`config.mk`:
```
export PLATFORM = sky130hd
export DESIGN_NAME = lru_page_frame_directory_unit
export DESIGN_NICKNAME = d
export VERILOG_FILES = /design/src/hw/rtl/lrupfd_pkg.sv /design/src/hw/rtl/lrupfd_cell.sv /design/src/hw/rtl/lru_page_frame_directory_unit.sv
export SDC_FILE = /design/constraint.sdc
export NUM_CORES = 1
export LEC_CHECK = 0
export ABC_AREA = 1
export BUFFER_PORTS_ARGS = -buffer_cell sky130_fd_sc_hd__buf_2
export CORE_MARGIN = 3
export CORE_UTILIZATION = 31
export DETAILED_ROUTE_END_ITERATION = 16
export GPL_TIMING_DRIVEN = 0
export PLACE_DENSITY_LB_ADDON = 0.2
export SYNTH_ARGS = -nofsm -noshare
export SYNTH_HDL_FRONTEND = slang
export SYNTH_HIERARCHICAL = 1
export SYNTH_SLANG_ARGS = --single-unit
export TNS_END_PERCENT = 30
```
`constraint.sdc`:
```
create_clock -name clk -period 6.1 [get_ports clk]
set_input_delay 1.22 -clock clk [delete_from_list [all_inputs] [get_ports clk]]
set_output_delay 1.22 -clock clk [all_outputs]
set_load 0.01 [all_outputs]
```
`src/hw/rtl/lrupfd_pkg.sv`:
```
// shared constants and types for the lru page frame directory
// default geometry, fixed port widths and the control state encoding
`default_nettype none

package lrupfd_pkg;

	// default geometry of the directory
	localparam int LRUPFD_PAGE_SLOTS   = 8;
	localparam int LRUPFD_PAGE_BYTES   = 4096;
	localparam int LRUPFD_ADDRESS_BITS = 32;

	// fixed widths of the beat fields
	localparam int ADDR_W      = 32;
	localparam int SLOT_W      = 3;
	localparam int OFFSET_W    = 12;
	localparam int PAGE_ADDR_W = 32;

	typedef enum logic [1:0] {
		ST_IDLE,
		ST_SCAN,
		ST_COMMIT
	} lrupfd_state_t;

endpackage

`default_nettype wire

```
`src/hw/rtl/lrupfd_cell.sv`:
```
// one page frame cell: page number, dirty flag and recency rank of a slot
// passes the running lookup result to its neighbor each cycle; uses lrupfd_pkg
`default_nettype none

module lrupfd_cell
	import lrupfd_pkg::*;
#(
	parameter int PAGE_SLOTS = LRUPFD_PAGE_SLOTS,
	parameter int PN_W       = LRUPFD_ADDRESS_BITS - 12,
	parameter int INDEX      = 0,
	localparam int SW        = $clog2(PAGE_SLOTS)
) (
	input  wire logic            clk,
	input  wire logic            arst_n,
	input  wire logic [PN_W-1:0] pnum,
	// running result from the previous cell
	input  wire logic            c_hit,
	input  wire logic [SW-1:0]   c_best_rank,
	input  wire logic [SW-1:0]   c_best_slot,
	input  wire logic [SW-1:0]   c_worst_rank,
	input  wire logic [SW-1:0]   c_worst_slot,
	input  wire logic [PN_W-1:0] c_worst_page,
	input  wire logic            c_worst_dirty,
	// running result towards the next cell
	output logic                 n_hit,
	output logic [SW-1:0]        n_best_rank,
	output logic [SW-1:0]        n_best_slot,
	output logic [SW-1:0]        n_worst_rank,
	output logic [SW-1:0]        n_worst_slot,
	output logic [PN_W-1:0]      n_worst_page,
	output logic                 n_worst_dirty,
	// update broadcast
	input  wire logic            commit_en,
	input  wire logic [SW-1:0]   commit_slot,
	input  wire logic [SW-1:0]   commit_rank,
	input  wire logic            commit_hit,
	input  wire logic            commit_write,
	output logic                 is_mru
);

	logic [PN_W-1:0] page_q;
	logic            dirty_q;
	logic [SW-1:0]   rank_q;
	logic            take_hit;
	logic            take_worst;
	logic            selected;

	assign take_hit   = (page_q == pnum) && (!c_hit || (rank_q < c_best_rank));
	assign take_worst = (rank_q >= c_worst_rank);
	assign selected   = (commit_slot == SW'(INDEX));
	assign is_mru     = (rank_q == '0);

	always_ff @(posedge clk) begin
		n_hit         <= c_hit | take_hit;
		n_best_rank   <= take_hit ? rank_q : c_best_rank;
		n_best_slot   <= take_hit ? SW'(INDEX) : c_best_slot;
		n_worst_rank  <= take_worst ? rank_q : c_worst_rank;
		n_worst_slot  <= take_worst ? SW'(INDEX) : c_worst_slot;
		n_worst_page  <= take_worst ? page_q : c_worst_page;
		n_worst_dirty <= take_worst ? dirty_q : c_worst_dirty;
	end

	always_ff @(posedge clk or negedge arst_n) begin
		if (!arst_n) begin
			page_q  <= PN_W'(INDEX);
			dirty_q <= 1'b0;
			rank_q  <= SW'(INDEX);
		end else if (commit_en) begin
			if (selected) begin
				rank_q <= '0;
				if (!commit_hit) begin
					page_q <= pnum;
				end
				// a refill starts clean, a write leaves it dirty
				dirty_q <= commit_write | (commit_hit & dirty_q);
			end else if (rank_q < commit_rank) begin
				rank_q <= rank_q + SW'(1);
			end
		end
	end

endmodule

`default_nettype wire

```
`src/hw/rtl/lru_page_frame_directory_unit.sv`:
```
// Directory of a fully associative page cache with least recently used
// replacement. Each access beat walks a row of PAGE_SLOTS cells, one cell per
// cycle, to find the most recent matching slot and the least recent slot;
// a commit step then updates all cells at once and loads the result register.
// A new access is accepted only after the previous one has been committed.
// The result register lets a new access start while the previous result is
// still stalled; the update waits only while that register holds a stalled result.
// After reset slot i holds page i, is clean and has recency rank i.
// uses lrupfd_pkg and lrupfd_cell
`default_nettype none

module lru_page_frame_directory_unit
	import lrupfd_pkg::*;
#(
	parameter int PAGE_SLOTS   = LRUPFD_PAGE_SLOTS,
	parameter int PAGE_BYTES   = LRUPFD_PAGE_BYTES,
	parameter int ADDRESS_BITS = LRUPFD_ADDRESS_BITS
) (
	input  wire logic                   clk,
	input  wire logic                   arst_n,
	input  wire logic                   in_valid,
	output logic                        in_stall,
	input  wire logic                   req_type,
	input  wire logic [ADDR_W-1:0]      address,
	output logic                        out_valid,
	input  wire logic                   out_stall,
	output logic [SLOT_W-1:0]           slot,
	output logic [OFFSET_W-1:0]         page_offset,
	output logic                        hit,
	output logic                        writeback,
	output logic [PAGE_ADDR_W-1:0]      victim_page,
	output logic [PAGE_ADDR_W-1:0]      fill_page
);

	// log2 of the largest power of two not above the page size
	localparam int PAGE_SHIFT = $clog2(PAGE_BYTES + 1) - 1;
	localparam int SW         = $clog2(PAGE_SLOTS);
	localparam int PN_BITS    = ADDRESS_BITS - PAGE_SHIFT;
	// page numbers also hold the reset pages 0 .. PAGE_SLOTS-1 without aliasing
	localparam int PN_W       = (PN_BITS > SW) ? PN_BITS : SW;
	localparam int PA_W       = PN_W + PAGE_SHIFT + PAGE_ADDR_W;

	lrupfd_state_t state_q, state_d;
	logic [SW-1:0] cnt_q;

	logic [ADDR_W+63:0]       addr_wide;
	logic [ADDRESS_BITS-1:0]  addr_m;
	logic [PN_W-1:0]          pnum_q;
	logic [PAGE_SHIFT-1:0]    offset_q;
	logic                     write_q;

	logic                     in_fire;
	logic                     out_fire;
	logic                     commit_en;

	// running lookup result between cells, entry 0 is the start value
	logic                     c_hit       [PAGE_SLOTS+1];
	logic [SW-1:0]            c_best_rank [PAGE_SLOTS+1];
	logic [SW-1:0]            c_best_slot [PAGE_SLOTS+1];
	logic [SW-1:0]            c_worst_rank[PAGE_SLOTS+1];
	logic [SW-1:0]            c_worst_slot[PAGE_SLOTS+1];
	logic [PN_W-1:0]          c_worst_page[PAGE_SLOTS+1];
	logic                     c_worst_dirty[PAGE_SLOTS+1];
	logic [PAGE_SLOTS-1:0]    is_mru;

	logic                     f_hit;
	logic [SW-1:0]            f_slot;
	logic [SW-1:0]            f_rank;
	logic                     f_wb;
	logic [SW+SLOT_W-1:0]     slot_wide;
	logic [PAGE_SHIFT+OFFSET_W-1:0] off_wide;
	logic [PA_W-1:0]          victim_wide;
	logic [PA_W-1:0]          fill_wide;

	logic                     out_valid_q;
	logic [SLOT_W-1:0]        slot_q;
	logic [OFFSET_W-1:0]      offset_out_q;
	logic                     hit_q;
	logic                     wb_q;
	logic [PAGE_ADDR_W-1:0]   victim_q;
	logic [PAGE_ADDR_W-1:0]   fill_q;

	assign in_fire  = in_valid && !in_stall;
	assign out_fire = out_valid_q && !out_stall;

	// bits above ADDRESS_BITS are dropped
	assign addr_wide = {64'b0, address};
	assign addr_m    = addr_wide[ADDRESS_BITS-1:0];

	always_ff @(posedge clk) begin
		if (in_fire) begin
			pnum_q   <= PN_W'(addr_m >> PAGE_SHIFT);
			offset_q <= addr_m[PAGE_SHIFT-1:0];
			write_q  <= req_type;
		end
	end

	always_ff @(posedge clk or negedge arst_n) begin
		if (!arst_n) begin
			state_q <= ST_IDLE;
			cnt_q   <= '0;
		end else begin
			state_q <= state_d;
			if (state_q == ST_SCAN) begin
				cnt_q <= cnt_q + SW'(1);
			end else begin
				cnt_q <= '0;
			end
		end
	end

	always_comb begin
		state_d   = state_q;
		in_stall  = 1'b1;
		commit_en = 1'b0;
		unique case (state_q)
			ST_IDLE: begin
				in_stall = 1'b0;
				if (in_valid) begin
					state_d = ST_SCAN;
				end
			end
			ST_SCAN: begin
				// the last cell holds the full result once the walk has passed every cell
				if (cnt_q == SW'(PAGE_SLOTS - 1)) begin
					state_d = ST_COMMIT;
				end
			end
			ST_COMMIT: begin
				if (!(out_valid_q && out_stall)) begin
					commit_en = 1'b1;
					state_d   = ST_IDLE;
				end
			end
			default: begin
				state_d = ST_IDLE;
			end
		endcase
	end

	assign c_hit[0]         = 1'b0;
	assign c_best_rank[0]   = '0;
	assign c_best_slot[0]   = '0;
	assign c_worst_rank[0]  = '0;
	assign c_worst_slot[0]  = '0;
	assign c_worst_page[0]  = '0;
	assign c_worst_dirty[0] = 1'b0;

	for (genvar i = 0; i < PAGE_SLOTS; i++) begin : g_cell
		lrupfd_cell #(
			.PAGE_SLOTS (PAGE_SLOTS),
			.PN_W       (PN_W),
			.INDEX      (i)
		) u_cell (
			.clk           (clk),
			.arst_n        (arst_n),
			.pnum          (pnum_q),
			.c_hit         (c_hit[i]),
			.c_best_rank   (c_best_rank[i]),
			.c_best_slot   (c_best_slot[i]),
			.c_worst_rank  (c_worst_rank[i]),
			.c_worst_slot  (c_worst_slot[i]),
			.c_worst_page  (c_worst_page[i]),
			.c_worst_dirty (c_worst_dirty[i]),
			.n_hit         (c_hit[i+1]),
			.n_best_rank   (c_best_rank[i+1]),
			.n_best_slot   (c_best_slot[i+1]),
			.n_worst_rank  (c_worst_rank[i+1]),
			.n_worst_slot  (c_worst_slot[i+1]),
			.n_worst_page  (c_worst_page[i+1]),
			.n_worst_dirty (c_worst_dirty[i+1]),
			.commit_en     (commit_en),
			.commit_slot   (f_slot),
			.commit_rank   (f_rank),
			.commit_hit    (f_hit),
			.commit_write  (write_q),
			.is_mru        (is_mru[i])
		);
	end

	assign f_hit  = c_hit[PAGE_SLOTS];
	assign f_slot = f_hit ? c_best_slot[PAGE_SLOTS] : c_worst_slot[PAGE_SLOTS];
	assign f_rank = f_hit ? c_best_rank[PAGE_SLOTS] : c_worst_rank[PAGE_SLOTS];
	assign f_wb   = !f_hit && c_worst_dirty[PAGE_SLOTS];

	assign slot_wide   = (SW + SLOT_W)'(f_slot);
	assign off_wide    = (PAGE_SHIFT + OFFSET_W)'(offset_q);
	assign victim_wide = PA_W'(c_worst_page[PAGE_SLOTS]) << PAGE_SHIFT;
	assign fill_wide   = PA_W'(pnum_q) << PAGE_SHIFT;

	always_ff @(posedge clk or negedge arst_n) begin
		if (!arst_n) begin
			out_valid_q <= 1'b0;
		end else if (commit_en) begin
			out_valid_q <= 1'b1;
		end else if (out_fire) begin
			out_valid_q <= 1'b0;
		end
	end

	always_ff @(posedge clk) begin
		if (commit_en) begin
			slot_q       <= slot_wide[SLOT_W-1:0];
			offset_out_q <= off_wide[OFFSET_W-1:0];
			hit_q        <= f_hit;
			wb_q         <= f_wb;
			victim_q     <= f_wb ? victim_wide[PAGE_ADDR_W-1:0] : '0;
			fill_q       <= f_hit ? '0 : fill_wide[PAGE_ADDR_W-1:0];
		end
	end

	assign out_valid   = out_valid_q;
	assign slot        = slot_q;
	assign page_offset = offset_out_q;
	assign hit         = hit_q;
	assign writeback   = wb_q;
	assign victim_page = victim_q;
	assign fill_page   = fill_q;

	// exactly one slot is most recent at all times
	a_one_mru: assert property (@(posedge clk) disable iff (!arst_n)
		$onehot(is_mru))
		else $error("recency ranks lost their single most recent slot");

	a_accept_starts_scan: assert property (@(posedge clk) disable iff (!arst_n)
		in_fire |=> (state_q == ST_SCAN))
		else $error("accepted beat did not start a scan");

	a_result_from_commit: assert property (@(posedge clk) disable iff (!arst_n)
		$rose(out_valid_q) |-> $past(state_q == ST_COMMIT))
		else $error("result appeared without a commit");

	a_hit_no_eviction: assert property (@(posedge clk) disable iff (!arst_n)
		(out_valid_q && hit_q) |-> (!wb_q && (fill_q == '0) && (victim_q == '0)))
		else $error("hit result reports an eviction or fill");

	a_commit_room: assert property (@(posedge clk) disable iff (!arst_n)
		commit_en |-> !(out_valid_q && out_stall))
		else $error("commit overwrote a stalled result");

endmodule

`default_nettype wire
```
Yosys cells after proc, flatten, opt, wreduce, memory -nomap -nowiden
Cells that the tools add are included.
Operators by class
  $add $sub $neg: 9
  shift-type cells: 0
  reduce and logical (&&, ||, !) cells: 63
  order comparisons: 23
  multiply operators: 0
  muxes and demuxes: 56
  equal/unequal tests: 21
  bitwise gates (word level): 24
  divide/modulo/power cells: 0
Operators with widths (number)
  == test 20 bit: 8
  2-to-1 mux 20 bit: 7
  2-to-1 mux 3 bit: 33
  < comparator 3 bit: 15
  AND reduction 2 bit: 16
  adder 3 x 1 -> 3 bit, second input constant: 9
  AND reduction 3 bit: 9
  >= comparator 3 bit: 7
  nonzero test 2 bit: 9
  == test 3 bit, second input constant: 5
  bitwise OR 1 bit: 15
  2-to-1 mux 1 bit: 12
  logical AND 1 bit: 11
  zero test 1 bit: 9
  AND 1 bit: 8
  logical OR 1 bit: 7
  == test 3 x 2 -> 1 bit, second input constant: 2
  2-to-1 mux 2 bit: 3
  case mux 2 bit (3 select lines): 1
  inequality test 2 bit, second input constant: 2
  == test 3 x 1 -> 1 bit, second input constant: 1
  >= comparator 3 x 1 -> 1 bit, second input constant: 1
  zero test 3 bit: 1
  == test 2 x 1 -> 1 bit, second input constant: 1
  other kinds (4): 4
Storage, ports and cells
  logic and storage cells: 288
  output and inout bits: 83
  bits in registers: 570
  memories: 0
  memory bits (writable): 0
  bits in latches: 0
  input bits: 37
  memory bits (read-only): 0

Depth between registers and ports, before layout
Gate-level depths: netlist of the first run.
  depth after elaboration: 4
  mapped depth: 11
  gate-level depth less buffers: 10

Hierarchy
Netlist of the first run, hierarchy kept.
Modules (own cells, without submodules)
  lrupfd_cell (g_cell[5].u_cell ...): instances 2, cells an instance 360, area an instance 2750.1 um^2
  lrupfd_cell (g_cell[1].u_cell ...): instances 2, cells an instance 359, area an instance 2711.4 um^2
  lru_page_frame_directory_unit: instances 1, cells an instance 251, area an instance 3618.5 um^2
  lrupfd_cell (g_cell[3].u_cell): instances 1, cells an instance 360, area an instance 2747.6 um^2
  lrupfd_cell (g_cell[0].u_cell): instances 1, cells an instance 344, area an instance 2737.6 um^2
  lrupfd_cell (g_cell[4].u_cell): instances 1, cells an instance 358, area an instance 2703.8 um^2
  lrupfd_cell (g_cell[7].u_cell): instances 1, cells an instance 351, area an instance 2700.1 um^2

Worst setup path before layout of the first run
Ideal clock, no wire load.
  path kind: input to register
  from: in out_stall
  to: reg g_cell[7].u_cell.page_q[10]
  arrival: 5.824 ns
  setup slack: 0.148 ns
  stages on the path: 7
  path through: nand2_1 > inv_1 > nor2_1 > nand4_1 > nor2_2 > buf_2 > o21ai_0
Between the ends
  longest elaborated chain between the ends: 4
RTL lines
  from (decl): line lru_page_frame_directory_unit.sv:26  | input wire logic out_stall,
  logical AND 1 bit: line lru_page_frame_directory_unit.sv:130  | if (!(out_valid_q && out_stall)) begin
  2-to-1 mux 1 bit: line lru_page_frame_directory_unit.sv:130
  2-to-1 mux 1 bit: line lru_page_frame_directory_unit.sv:116  | unique case (state_q)
  net commit_en: line lru_page_frame_directory_unit.sv:54  | logic commit_en;
  AND reduction 3 bit (no source line)
  to (signal assigned): line lrupfd_cell.sv:65  | page_q <= PN_W'(INDEX);
  to (signal assigned): line lrupfd_cell.sv:72  | page_q <= pnum;
  to (decl): line lrupfd_cell.sv:41  | logic [PN_W-1:0] page_q;
The timed path passes the listed nets, and every way through them passes these cells.
A chain may end at the register's enable or synchronous reset.

Worst setup path in the final report of the first run
  from: reg g_cell[7].u_cell.n_hit
  to: reg g_cell[0].u_cell.page_q[8]
Between the ends
  longest elaborated chain between the ends: 3
RTL lines
  from (decl): line lrupfd_cell.sv:25  | output logic n_hit,
  from (signal assigned): line lrupfd_cell.sv:54  | n_hit <= c_hit | take_hit;
  2-to-1 mux 3 bit: line lru_page_frame_directory_unit.sv:182  | assign f_slot = f_hit ? c_best_slot[PAGE_SLOTS] : c_worst_slot[PAGE_SLOTS];
  net f_slot[2]: line lru_page_frame_directory_unit.sv:67  | logic [SW-1:0] f_slot;
  zero test 3 bit: line lrupfd_cell.sv:50  | assign selected = (commit_slot == SW'(INDEX));
  AND reduction 3 bit (no source line)
  to (signal assigned): line lrupfd_cell.sv:65
  to (signal assigned): line lrupfd_cell.sv:72
  to (decl): line lrupfd_cell.sv:41
The timed path passes the listed nets, and every way through them passes these cells.

==> results.md, run 1 <==
* Status: complete, no violations
* Grt total ovfl at 0
* Slowest CP cell: dfxtp_2
* Syn Inst Count at 3086
* # setup viols final at 0
* Max incr delay on CP at 850 ps
* Register area at 13130 sq um
* Starting Density at 31.40%
* Max Slew Vio Count at 0
* Share of cells above drive strength 1 at 14.03%
* DR pass1 iterations at 7
* CTS clock-pin slew for the worst setup and hold paths at 60 ps
* Power Total at 13710 uW
* Setup ws final at 2879 ps
* Worst Skew at 26.38 ps
* Post-CTS resize count at 0
* PortBufs at 95
* Critical Path Fanout Max at 12
* Clock tree from TritonCTS: yes
* Die height at 292.1 um
* Most frequent cells in the layout: nand2_1, inv_1, dfxtp_1, o21ai_0, nor2_1
* Rel. slew slack at 6.225%
* Number of global-route vias before repair at 18450
* PD cells at 460.1 nW/um^2
* Rows at 104
* Max Cap Viol at 0
* GR Util met3 at 1.993%
* GRT Util Overall at 15.63%
* RSZ-0062 raised after global routing: no
* Max frequency at 310.4 MHz
* Syn Area/Cell at 8.221 sq um
* Worst min path class: register to register
* Cell family with most CP delay: simple AND/OR/NAND/NOR gates
* Slew @ Worst Pin at 1407 ps
* CP bufs+invs at 3
* Post-place setup slack at 2687 ps
* Critical Path Most Common Cell: nand2_1
* Most common cell after layout, fill and taps aside: nand2_1
* Max IR drop VDD at 243.8 uV
* Setup TNS Final at 0 ps
* Area Growth Syn to Fin at 17.46%
* Synthesized cell area at 25370 sq um
* WL per Instance at 15.06 um
* Grt peak-use layer: met2
* Final hold vios at 0
* Pin count of the biggest net entering global routing at 103
* Hold_ws at 406.9 ps
* Multi-input gate area at 10160 sq um
* 1st-iter DRT viols at 1180
* Leakage Power at 0.01466 uW
* Crit path required time at 6620 ps
* Postcts setup bufs at 0
* Vias at 18770
* Layout fillers at 8407
* Full die area at 85310 sq um
* Initial antenna violation count at 0
* Crit share post-route at 52.81%
* Synthesis Warnings at 6
* Core Box Area at 80810 sq um
* Diodes inserted at 0
* IO Count at 120
* Nets@finish at 3426
* CTS root buf: clkbuf_16
* Final HPWL DP at 48.73 mm
* First-pass GRT wire length at 104.5 mm
* Remaining DRCs at 0
* GRT met2 Usage at 26.12%
* Worst-Skew Late Latency at 610 ps
* Endpoint class of the critical path: register
* CTS H-tree depth at 2
* Number of hold buffers added after CTS at 0
* Met1 GRT Util at 20.52%
* Minimum clock period at 3221 ps
* Via/cell ratio at 4.242
* Clock sink count at 560
* Die W at 292.1 um
* Cell Chain, Critical Path: buf_6, inv_8, nand2_1, nand2_1, nor3_2, nand2_2, nor2_4, buf_6, nand2_1, o21ai_0
* Drt total wl at 66.61 mm
* CTS Buf Count at 59
* Gpl congestion at 0.8324
* Antenna-violating nets left at 0
* Worst Setup Path Type: register to register
* CTS max path bufs at 3
* Worst Path Arrival at 3740 ps
* Worst Setup Start Kind: register
## tightest hold or removal path: cells and delay by family, from the launching register on
| family | cells | cell delay, ps |
|---|---|---|
| buffers and inverters | 1 | 40 |
| DFF | 1 | 290 |
| and+or+nand+nor | 1 | 40 |
## final timing paths
path                                                  start                          endpoint  slack, ps  cells past startpoint
max                                  g_cell[7].u_cell/n_hit        g_cell[0].u_cell/page_q[8]       2880                     10
min                        g_cell[0].u_cell/n_worst_slot[2]  g_cell[1].u_cell/n_worst_slot[2]        410                      2
max reg2reg                          g_cell[7].u_cell/n_hit        g_cell[0].u_cell/page_q[8]       2880                     10
min reg2reg                g_cell[0].u_cell/n_worst_slot[2]  g_cell[1].u_cell/n_worst_slot[2]        410                      2
max in group asynchronous                            arst_n        g_cell[7].u_cell/page_q[8]       4360                      2
min in group asynchronous                            arst_n        g_cell[0].u_cell/rank_q[2]        660                      1
## area by class of cell
class	count	share of cell area [%]
clock inverter	34	1.537
multi-input combinational	2074	34.09
tap	1060	4.451
clock buffer	76	5.538
timing repair buffer	106	2.528
buffer	92	2.444
inverter	422	5.341
sequential	560	44.07
## power by group
group	switching [uW]	internal, uW	leakage [uW]	total [uW]
clock	1530	2370	0.00102	3890
sequential	491	4640	0.00513	5130
combinational	3030	1650	0.00850	4690
## per-stage QoR
step | instances | util (%) | area, sq um
floorplan | 3148 | - | 25600
global placement | 4303 | 33.91 | 27410
detailed placement | 4312 | 34.20 | 27640
CTS | 4422 | 36.81 | 29740
global route | 4424 | 36.88 | 29800
finish | 4424 | 36.88 | 29800
## layer usage
layer,up-vias,wire [um]
met2,287,30600
met3,121,2057
li1,9922,-
met4,0,2595
met1,8436,31360
met5,-,0
## flip-flops by register name, summed over array words and instances (netlist names), 12 cells and up
register	cells
fill_page	20
offset_q	12
page_offset	12
g_cell.u_cell/n_worst_rank	24
victim_page	20
g_cell.u_cell/rank_q	24
g_cell.u_cell/n_worst_page	160
pnum_q	20
g_cell.u_cell/n_worst_slot	24
g_cell.u_cell/page_q	160
g_cell.u_cell/n_best_slot	24
g_cell.u_cell/n_best_rank	24
Note: power is estimated with default switching activity, not from simulation.
==> run 2: changes to the inputs <==
==> constraint.sdc (replaced) <==
create_clock -name clk -period 3.08 [get_ports clk]
set_input_delay 0.616 -clock clk [delete_from_list [all_inputs] [get_ports clk]]
set_output_delay 0.616 -clock clk [all_outputs]
set_load 0.01 [all_outputs]
==> results.md, run 2 (synthesized netlist as in run 1, its figures left out) <==
* Status: complete, no violations
* Crit share post-route at 92.75%
* Initial antenna violation count at 1
* Slew @ Worst Pin at 1401 ps
* GRT Util Overall at 15.65%
* Pin count of the biggest net entering global routing at 88
* CTS Buf Count at 59
* Clock tree from TritonCTS: yes
* Die height at 292.1 um
* Hold_ws at 181.3 ps
* Leakage Power at 0.01465 uW
* FF-to-FF Start: g_cell[7].u_cell/n_hit
* Worst Path Arrival at 3330 ps
* Fin util at 36.85%
* Final HPWL DP at 48.93 mm
* Grt total ovfl at 0
* Die W at 292.1 um
* R2R cell count at 9
* Crit path required time at 3560 ps
* Regs by FF count: g_cell.u_cell/n_worst_page x160, g_cell.u_cell/page_q x160
* Clock sink count at 560
* Internal power at 17030 uW
* DR pass1 iterations at 6
* Layout fillers at 8371
* Rows at 104
* Core Box Area at 80810 sq um
* # setup viols final at 0
* Share of cells above drive strength 1 at 13.81%
* Critical Path Fanout Max at 10
* Gpl congestion at 0.8319
* Rel. slew slack at 6.584%
* Worst Skew at 25.33 ps
* Via/cell ratio at 4.241
* Worst Setup Path Type: register to register
* Starting Density at 31.40%
* R2r setup slk at 220 ps
* WL per Instance at 14.97 um
* Antenna-violating nets left at 0
* Minimum clock period at 2857 ps
* Worst-Skew Late Latency at 610 ps
* Final hold vios at 0
* First-pass GRT wire length at 105.1 mm
* Postcts setup bufs at 0
* Vias at 18770
* CTS H-tree depth at 2
* Most frequent cells in the layout: nand2_1, inv_1, dfxtp_1, o21ai_0, nor2_1
* Worst r2r dst: g_cell[0].u_cell/page_q[4]
* Endpoint class of the critical path: register
* Placed cells at 4313
* Max IR drop VDD at 434.6 uV
* CTS root buf: clkbuf_16
* PD cells at 906.2 nW/um^2
* Launch point of the worst path: g_cell[7].u_cell/n_hit
* Max Slew Vio Count at 0
* Crit path to: g_cell[0].u_cell/page_q[4]
* Max frequency at 350.1 MHz
* Diodes inserted at 0
* Number of global-route vias before repair at 18510
* Full die area at 85310 sq um
* Nets@finish at 3428
* Sequential share of power at 37.6%
* Remaining DRCs at 0
* 1st-iter DRT viols at 1046
* Worst Setup Start Kind: register
* Clock share of power at 27.9%
* Most common cell after layout, fill and taps aside: nand2_1
* PortBufs at 95
* IO Count at 120
* Drt total wl at 66.26 mm
* CTS max path bufs at 3
* Combinational share of power at 34.4%
* CTS clock-pin slew for the worst setup and hold paths at 70 ps
* Net Sw Power at 9957 uW
* Max Cap Viol at 0
* Switching share of power at 36.90%
* Area Growth Syn to Fin at 17.37%
* Non-Filler Instances at 4426
* Worst min path class: primary input to register
* RSZ-0062 raised after global routing: no
## run 2: changes by cell type in the layout (fill, tap and decap cells not counted), sizes merged
| cell | change |
|---|---|
| clkinv | +2 |
| dlygate4sd3 | +1 |
| clkinvlp | -5 |
| buf | +1 |
| inv | +1 |
| clkbuf | +2 |
## run 2: critical path, cell delays in order (launching register included)
cell and delay (ps):
dfxtp_4 620, buf_6 260, inv_8 60, nand2_1 60
nand2_1 410, nor3_4 470, nand2_2 150, nor2_4 320
buf_4 250, o21ai_0 100
## run 2: area by class of cell
type | instances | area, sq um | area share, %
flip-flops and latches | 560 | 13140 | 44.12
multi-input cells | 2074 | 10170 | 34.14
plain buffers | 92 | 728.2 | 2.445
clock inverters | 32 | 439.2 | 1.475
repair buffers | 108 | 790.8 | 2.656
inverters | 422 | 1592 | 5.345
well taps | 1060 | 1326 | 4.454
clock buffers | 78 | 1598 | 5.366
## run 2: per-layer routing
layer  vias to the layer above  GRT usage (%)  wire length, um
met5                         -              0                0
met2                       289          26.38            30690
met1                      8458          20.48            31060
li1                       9915              -                -
met3                       109          2.008             2057
met4                         0          6.036             2448
## run 2: power by group through the flow
| stage | clock network [uW] | registers (uW) | logic, uW |
|---|---|---|---|
| 4_1_cts | 7740 | 10200 | 9440 |
| 3_3_place_gp | 0 | 10400 | 9280 |
| 3_5_place_dp | 0 | 10300 | 9390 |
| 5_1_grt | 8050 | 10300 | 10700 |
| 2_1_floorplan | 0 | 9980 | 6490 |
| 6_report | 7530 | 10200 | 9300 |
## run 2: timing repair
item	CTS	global route
endpoints found under the setup margin	100	16
hold endpoints to repair	28	0
hold buffers	1	0
gates resized for setup	2	1
pin swaps	0	0
## run 2: metrics by stage
step	cell area (sq um)	power (uW)	worst slack, ps	TNS, ps
2_1_floorplan	25610	16460	210.5	0
6_report	29780	26980	223.4	0
5_1_grt	29780	29050	12.23	0
4_1_cts	29720	27360	70.30	0
3_5_place_dp	27660	19710	-238.0	-7246
3_3_place_gp	27410	19630	-2778	-733650
## run 2: worst min path at each step
stage                                      from  cells past startpoint                                to  slack, ps
2_1_floorplan                            arst_n                      0                          cnt_q[0]        320
3_3_place_gp   g_cell[0].u_cell/n_worst_slot[1]                      2  g_cell[1].u_cell/n_worst_slot[1]        400
3_5_place_dp   g_cell[0].u_cell/n_worst_slot[1]                      2  g_cell[1].u_cell/n_worst_slot[1]        400
4_1_cts                                req_type                      1                           write_q        140
5_1_grt                              address[1]                      1                       offset_q[1]        150
6_report                            address[12]                      1                         pnum_q[0]        180
